`config.mk`:
```
export PLATFORM = sky130hd
export DESIGN_NAME = icmp_echo_tracker
export DESIGN_NICKNAME = d
export VERILOG_FILES = /design/src/sv/iet_pkg.sv /design/src/sv/iet_csum.sv /design/src/sv/icmp_echo_tracker.sv
export SDC_FILE = /design/constraint.sdc
export NUM_CORES = 1
export LEC_CHECK = 0
export ABC_AREA = 1
export BUFFER_PORTS_ARGS = -buffer_cell sky130_fd_sc_hd__buf_2
export CAP_MARGIN = 20
export CORE_MARGIN = 5
export CORE_UTILIZATION = 42
export CTS_CLUSTER_SIZE = 12
export DETAILED_ROUTE_END_ITERATION = 10
export PLACE_DENSITY = 0.71
export SYNTH_ARGS = -nofsm -noshare
export SYNTH_HDL_FRONTEND = slang
export SYNTH_SLANG_ARGS = --single-unit
```
`constraint.sdc`:
```
create_clock -name clock -period 22.9 [get_ports clock]
set_input_delay 0 -clock clock [delete_from_list [all_inputs] [get_ports clock]]
set_output_delay 0 -clock clock [all_outputs]
set_load 0.01 [all_outputs]
```
`src/sv/iet_pkg.sv`:
```
`timescale 1ns / 1ps
// Shared types, codes and constants of the ICMP echo tracker.
// No dependencies; used by the tracker, its checksum unit and its checker.
package iet_pkg;

   typedef logic [1:0] status_type;

   localparam status_type ST_BUILT  = 2'd0;
   localparam status_type ST_MATCH  = 2'd1;
   localparam status_type ST_IGNORE = 2'd2;

   localparam logic OP_SEND = 1'b0;
   localparam logic OP_RECV = 1'b1;

   localparam int MAX_CLIENTS_DEF   = 8;
   localparam int PAYLOAD_BYTES_DEF = 32;

   localparam logic [15:0] ID_BASE_RESET     = 16'hA100;
   localparam logic [7:0]  ECHO_REQUEST_TYPE = 8'd8;
   localparam logic [7:0]  ECHO_REPLY_TYPE   = 8'd0;
   localparam logic [15:0] MIN_PACKET_BYTES  = 16'd28;
   localparam logic [15:0] ECHO_HEADER_BYTES = 16'd8;

   // Ones' complement sum of the fixed payload 0,1,2,... as big-endian words.
   // Evaluated at elaboration only.
   function automatic logic [15:0] payload_sum(input int n_bytes);
      logic [31:0] sum;
      logic [31:0] b;
      sum = 32'd0;
      for (int i = 0; i < n_bytes; i++) begin
         b = 32'(i) & 32'h0000_00FF;
         sum = sum + (((i % 2) == 0) ? (b << 8) : b);
         sum = (sum & 32'h0000_FFFF) + (sum >> 16);
      end
      return sum[15:0];
   endfunction

endpackage

```
`src/sv/iet_csum.sv`:
```
`timescale 1ns / 1ps
// Internet checksum of an outgoing echo request with the fixed payload.
// Depends on iet_pkg for the request type and the payload sum.
module iet_csum #(
   parameter int PAYLOAD_BYTES = iet_pkg::PAYLOAD_BYTES_DEF
) (
   input  logic [15:0] ident,
   input  logic [15:0] sequence_num,
   output logic [15:0] checksum
);

   localparam logic [15:0] PAY_SUM = iet_pkg::payload_sum(PAYLOAD_BYTES);
   localparam logic [15:0] TYPE_WORD = {iet_pkg::ECHO_REQUEST_TYPE, 8'd0};

   logic [17:0] total;
   logic [16:0] fold1;
   logic [15:0] fold2;

   always_comb begin
      total = 18'(TYPE_WORD) + 18'(ident) + 18'(sequence_num) + 18'(PAY_SUM);
      // two end-around carries bring the sum back to 16 bits
      fold1 = 17'(total[15:0]) + 17'(total[17:16]);
      fold2 = fold1[15:0] + 16'(fold1[16]);
      checksum = ~fold2;
   end

endmodule

```
`src/sv/icmp_echo_tracker.sv`:
```
`timescale 1ns / 1ps
// ICMP echo tracker: builds echo requests per client and matches echo replies.
// One transaction is accepted per cycle while the result side keeps up. The
// accepting edge reads the client's sequence number from a memory with a
// registered read port; the edge on which the transaction completes writes it
// back and loads the result register; a request to the same client accepted
// at that edge gets the written value forwarded. Active and reply
// flags sit in flip-flops and are cleared by reset, so no clearing pass is
// needed. id_base may be written only while no transaction is in flight.
// Depends on iet_pkg and iet_csum.
module icmp_echo_tracker #(
   parameter int MAX_CLIENTS   = iet_pkg::MAX_CLIENTS_DEF,
   parameter int PAYLOAD_BYTES = iet_pkg::PAYLOAD_BYTES_DEF
) (
   input  logic        clock,
   input  logic        reset,
   input  logic        csr_write_enable,
   input  logic [15:0] csr_write_data,
   input  logic        req_valid,
   output logic        req_stall,
   input  logic        req_opcode,
   input  logic [2:0]  req_client,
   input  logic [31:0] req_dest_ip,
   input  logic [15:0] req_total_length,
   input  logic [3:0]  req_header_words,
   input  logic [7:0]  req_icmp_type,
   input  logic [15:0] req_icmp_ident,
   input  logic [15:0] req_icmp_sequence,
   output logic        rsp_valid,
   input  logic        rsp_stall,
   output logic [1:0]  rsp_status,
   output logic [15:0] rsp_echo_ident,
   output logic [15:0] rsp_echo_sequence,
   output logic [15:0] rsp_echo_checksum,
   output logic [31:0] rsp_out_dest_ip,
   output logic [2:0]  rsp_matched_client
);

   localparam int          IDX_W      = (MAX_CLIENTS > 1) ? $clog2(MAX_CLIENTS) : 1;
   localparam logic [15:0] CLIENTS_16 = 16'(MAX_CLIENTS);

   // configuration
   logic [15:0] id_base_ff;

   // lookup stage
   logic             busy_ff;
   logic             op_ff;
   logic             ok_ff;
   logic [IDX_W-1:0] idx_ff;
   logic [31:0]      dest_ff;
   logic [15:0]      rx_seq_ff;
   logic [15:0]      rd_seq_ff;

   // state
   logic [15:0]            seq_mem [MAX_CLIENTS];
   logic [MAX_CLIENTS-1:0] active_ff;
   logic [MAX_CLIENTS-1:0] reply_ff;

   // result register
   logic                     rsp_valid_ff;
   iet_pkg::status_type      status_ff;
   logic [15:0]              ident_ff;
   logic [15:0]              sequence_ff;
   logic [15:0]              checksum_ff;
   logic [31:0]              out_dest_ff;
   logic [2:0]               matched_ff;

   // accept side
   logic             accept;
   logic [15:0]      diff;
   logic [15:0]      client16;
   logic [15:0]      hdr_len;
   logic             recv_ok;
   logic             send_ok;
   logic [IDX_W-1:0] rd_addr;

   // complete side
   logic        fire;
   logic        hit;
   logic [15:0] seq_cur;
   logic [15:0] nseq;
   logic [15:0] eid;
   logic [15:0] chk;
   logic        build;
   logic        match;
   logic        wr_en;
   logic        fwd;
   logic [7:0]  idx8;

   always_comb begin
      fire     = busy_ff && (!rsp_valid_ff || !rsp_stall);
      req_stall = busy_ff && !fire;
      accept   = req_valid && !req_stall;

      diff     = req_icmp_ident - id_base_ff;
      client16 = {13'd0, req_client};
      hdr_len  = {10'd0, req_header_words, 2'b00} + iet_pkg::ECHO_HEADER_BYTES;
      recv_ok  = (req_total_length >= iet_pkg::MIN_PACKET_BYTES)
              && (req_total_length >= hdr_len)
              && (req_icmp_type == iet_pkg::ECHO_REPLY_TYPE)
              && (req_icmp_ident >= id_base_ff)
              && (diff < CLIENTS_16);
      send_ok  = client16 < CLIENTS_16;
      rd_addr  = (req_opcode == iet_pkg::OP_SEND) ? client16[IDX_W-1:0] : diff[IDX_W-1:0];

      // an entry never sent to reads as zero
      hit     = ok_ff && active_ff[idx_ff];
      seq_cur = hit ? rd_seq_ff : 16'd0;
      nseq    = seq_cur + 16'd1;
      eid     = id_base_ff + 16'(idx_ff);
      build   = (op_ff == iet_pkg::OP_SEND) && ok_ff;
      match   = (op_ff == iet_pkg::OP_RECV) && hit && (rx_seq_ff == rd_seq_ff);
      wr_en   = fire && build;
      fwd     = wr_en && (rd_addr == idx_ff);
      idx8    = 8'(idx_ff);
   end

   iet_csum #(
      .PAYLOAD_BYTES(PAYLOAD_BYTES)
   ) u_csum (
      .ident       (eid),
      .sequence_num(nseq),
      .checksum    (chk)
   );

   always_ff @(posedge clock) begin
      if (reset) begin
         id_base_ff <= iet_pkg::ID_BASE_RESET;
      end else if (csr_write_enable) begin
         id_base_ff <= csr_write_data;
      end
   end

   // sequence memory: one write port, one registered read port
   always_ff @(posedge clock) begin
      if (wr_en) begin
         seq_mem[idx_ff] <= nseq;
      end
      if (accept) begin
         // forward the write-back to a transaction on the same client
         rd_seq_ff <= fwd ? nseq : seq_mem[rd_addr];
      end
   end

   always_ff @(posedge clock) begin
      if (reset) begin
         busy_ff      <= 1'b0;
         rsp_valid_ff <= 1'b0;
         active_ff    <= '0;
         reply_ff     <= '0;
      end else begin
         if (accept) begin
            busy_ff <= 1'b1;
         end else if (fire) begin
            busy_ff <= 1'b0;
         end
         if (fire) begin
            rsp_valid_ff <= 1'b1;
         end else if (!rsp_stall) begin
            rsp_valid_ff <= 1'b0;
         end
         if (wr_en) begin
            active_ff[idx_ff] <= 1'b1;
         end
         if (fire && match) begin
            reply_ff[idx_ff] <= 1'b1;
         end
      end
   end

   always_ff @(posedge clock) begin
      if (accept) begin
         op_ff     <= req_opcode;
         ok_ff     <= (req_opcode == iet_pkg::OP_SEND) ? send_ok : recv_ok;
         idx_ff    <= rd_addr;
         dest_ff   <= req_dest_ip;
         rx_seq_ff <= req_icmp_sequence;
      end
      if (fire) begin
         if (build) begin
            status_ff <= iet_pkg::ST_BUILT;
         end else if (match) begin
            status_ff <= iet_pkg::ST_MATCH;
         end else begin
            status_ff <= iet_pkg::ST_IGNORE;
         end
         ident_ff    <= build ? eid : 16'd0;
         sequence_ff <= build ? nseq : 16'd0;
         checksum_ff <= build ? chk : 16'd0;
         out_dest_ff <= build ? dest_ff : 32'd0;
         matched_ff  <= match ? idx8[2:0] : 3'd0;
      end
   end

   assign rsp_valid          = rsp_valid_ff;
   assign rsp_status         = status_ff;
   assign rsp_echo_ident     = ident_ff;
   assign rsp_echo_sequence  = sequence_ff;
   assign rsp_echo_checksum  = checksum_ff;
   assign rsp_out_dest_ip    = out_dest_ff;
   assign rsp_matched_client = matched_ff;

endmodule

```
==> metrics.yaml <==
result_of_the_run: "finished clean"
synth_seq_cells: 308
worst_ep_required_time_ns: 23.17
sinks_on_clock_net: 308
avgRoutedWirePerCell_um: 18.1
timing_hold_violations_final: 0
drtPass1Iterations: 7
worst_path_largest_cell_delay_ns: 0.61
place.port_buffers: 203
synth_largest_area_cell: "edfxtp_1"
syn_to_final_growth_pct: 22.0
design.die.area_mm2: 0.0409
critical_path.slowest_cell: "edfxtp_1"
layout_common_cells: "edfxtp_1 (282), nor2_1 (236), nand2_1 (224), buf_2 (203), inv_1 (188)"
grt_setup_unrepaired: "false"
global_route.overflow_total: 0
drt_wl_total_um: 42300
cts_root_buffer: "clkbuf_16"
yosys_warnings: 0
post_drt_via_cell_ratio: 5.31
vias: 12400
coreArea_mm2: 0.0365
pin_count_of_the_biggest_net_entering_global_routing: 74
first_pass_grt_wire_length_um: 66100
cts_max_level: 2
maxSlewViolCount: 0
detailedRoute.firstIterationViolations: 903
place_hpwl_um: 29200
synthArstFlopShare_pct: 0
cp_num_buf_inv: 4
slew_margin_rel_pct: 23.5
critical_path_class: "flip-flop to flip-flop"
antenna_cells: 0
regToRegStartpoint: "idx_ff[1]"
ant_nets: 0
setup.worst_path.end_class: "flip-flop"
effective_utilization_at_floorplan_pct: 42.5
post_cts_resize_count: 0
worst_pin_slew_ns: 1.14
finalSetupViolCount: 0
grt_antenna_before_repair: 0
synth_fp_nets: 1741
synth_top_cells_by_area: "edfxtp_1 (55%), nor2_1 (5.7%), nand2_1 (5.4%), ha_1 (5.1%), inv_1 (4.6%)"
syn_inst: 1557
mostFrequentLayoutCell: "edfxtp_1"
critPathArrivalTime_ns: 8.54
critPathLaunch: "idx_ff[1]"
finalCriticalPeriod_ns: 8.27
ios: 204
worst_skew_late_latency_ns: 0.53
timing.fmax_ghz: 0.121
share_of_the_synthesized_area_in_the_top_cell_type_pct: 54.5
die_y_um: 202
cap_viol_max_count: 0
irDropWorstVdd_mv: 0.0349
drc: 0
min_path_type: "primary input to flip-flop"
first_global_vias: 12400
p_leak_nw: 8.20
cts_tree: "built"
fraction_of_the_core_area_covered_by_cells_at_the_end_of_the_flow_pct: 51.8
clock-skew-final_ns: 0.0172
synth-seq-area-share_pct: 57.9
hold_path.startpoint: "req_icmp_type[2]"
fin_setup_tns_ns: 0
path_common_cell: "nand2_1"
width_of_the_die_um: 202
power.density_cell_area_mw_per_mm2: 72.4
max-clock-path-buffers: 3
worst_setup_hold_path_clk_slew_ns: 0.06
placement_rows: 70
gp_routability_congestion: 0.934
yosys.cell_types.count: 55
synth.cell_area_mm2: 0.0155
num-nets-final: 2033
synth-edff-count: 282
critPathTopFamily: "simple AND/OR/NAND/NOR gates"
post_synth.cell_area_avg_um2: 9.97
cts-buffers-inserted: 35
cp-start-kind: "flip-flop"
worst-path-max-fanout: 17
groute.usage.overall_pct: 20.2
drive_gt1_share_pct: 19.3
synth_top_flop_cell: "edfxtp_1"
min_period_over_period_pct: 36.1
[cell type report]
class	count	area, um2
Sequential cell	308	8990
Fill cell	3147	17600
Clock buffer	44	910
Inverter	210	796
Tap cell	468	586
Timing Repair Buffer	296	1910
Multi-Input combinational cell	998	5600
Clock inverter	14	141
[registers in the layout (all words and copies together), names as in the netlist]
name                count
rsp_valid               1
rsp_matched_client      3
id_base_ff             16
dest_ff                32
seq_mem               128
active_ff               8
rsp_status              2
rsp_out_dest_ip        32
rsp_echo_checksum      16
ok_ff                   1
busy_ff                 1
idx_ff                  3
rsp_echo_ident         16
rd_seq_ff              16
rx_seq_ff              16
op_ff                   1
rsp_echo_sequence      16
[cells in the mapped netlist (all sizes together) (3+ instances only)]
master and instances:
o21ai 118, clkbuf 30, o21a 3, edfxtp 282, buf 11, and3 3
xnor2 9, o22ai 30, dfxtp 26, nor3 13, o211ai 3, nand2 240
o221ai 6, o21bai 6, a21oi 57, fa 4, nor2 261, or2 10
xor2 35, nand4 25, ha 63, nor4 14, nand3 82, nand3b 6
inv 209
[path summary, 6_finish.rpt]
check / slack [ns] / to / cells past startpoint
min reg2reg: 0.47 / active_ff[6] / 2
min: 0.13 / ok_ff / 6
max reg2reg: 14.63 / rsp_echo_checksum[15] / 47
max: 14.63 / rsp_echo_checksum[15] / 47
[worst min-delay path, stage by stage]
cell and delay (ns):
buf_2 0.08, nor3_1 0.04, o21ai_0 0.09, a21oi_1 0.08
nand4_1 0.14, nand2_1 0.06
[layer usage]
| metal | GRT usage [%] | part of all wire (%) |
|---|---|---|
| met2 | 33.8 | 47 |
| met4 | 6.06 | 2.6 |
| met1 | 27.2 | 43 |
| met3 | 3.22 | 7.9 |
| met5 | 0 | 0 |
[where the power goes]
part           leakage (nW)  internal (W)  switching [W]
clock                 0.504      0.000295       0.000221
sequential             3.04      0.000634      0.0000137
combinational          4.65     0.0000766       0.000130
[what timing repair did]
| item | 4_1_cts | 5_1_grt |
|---|---|---|
| hold buffers | 77 | 0 |
| setup buffers | 0 | 0 |
| endpoints found under the hold margin | 76 | 0 |
[through the flow]
stage	hold slack, ns	std cells	total power [W]	cell area (um2)	setup WS (ns)
after CTS	0.129	2336	0.00138	18900	14.67
after detailed placement	0.179	2201	0.000852	17100	14.72
after global routing	0.172	2338	0.00143	18900	13.79
after global placement	0.177	2201	0.000848	17100	15.02
final	0.134	2338	0.00137	18900	14.63
after floorplan	0.0989	1557	0.000789	15500	15.45
[kinds of logic (layout without fill, tap and decap cells)]
logic type | count (synthesis) | in the layout | share of synthesized area [%]
XOR/XNOR | 44 | 44 | 2.63
AND/OR/NAND/NOR | 656 | 656 | 19.3
flip-flops | 308 | 308 | 57.9
buffers and inverters | 251 | 564 | 6.36
AO/OA/AOI/OAI | 231 | 231 | 8.20
adder cells (fa/ha/maj) | 67 | 67 | 5.59
Note: power is estimated with default switching activity, not from simulation.
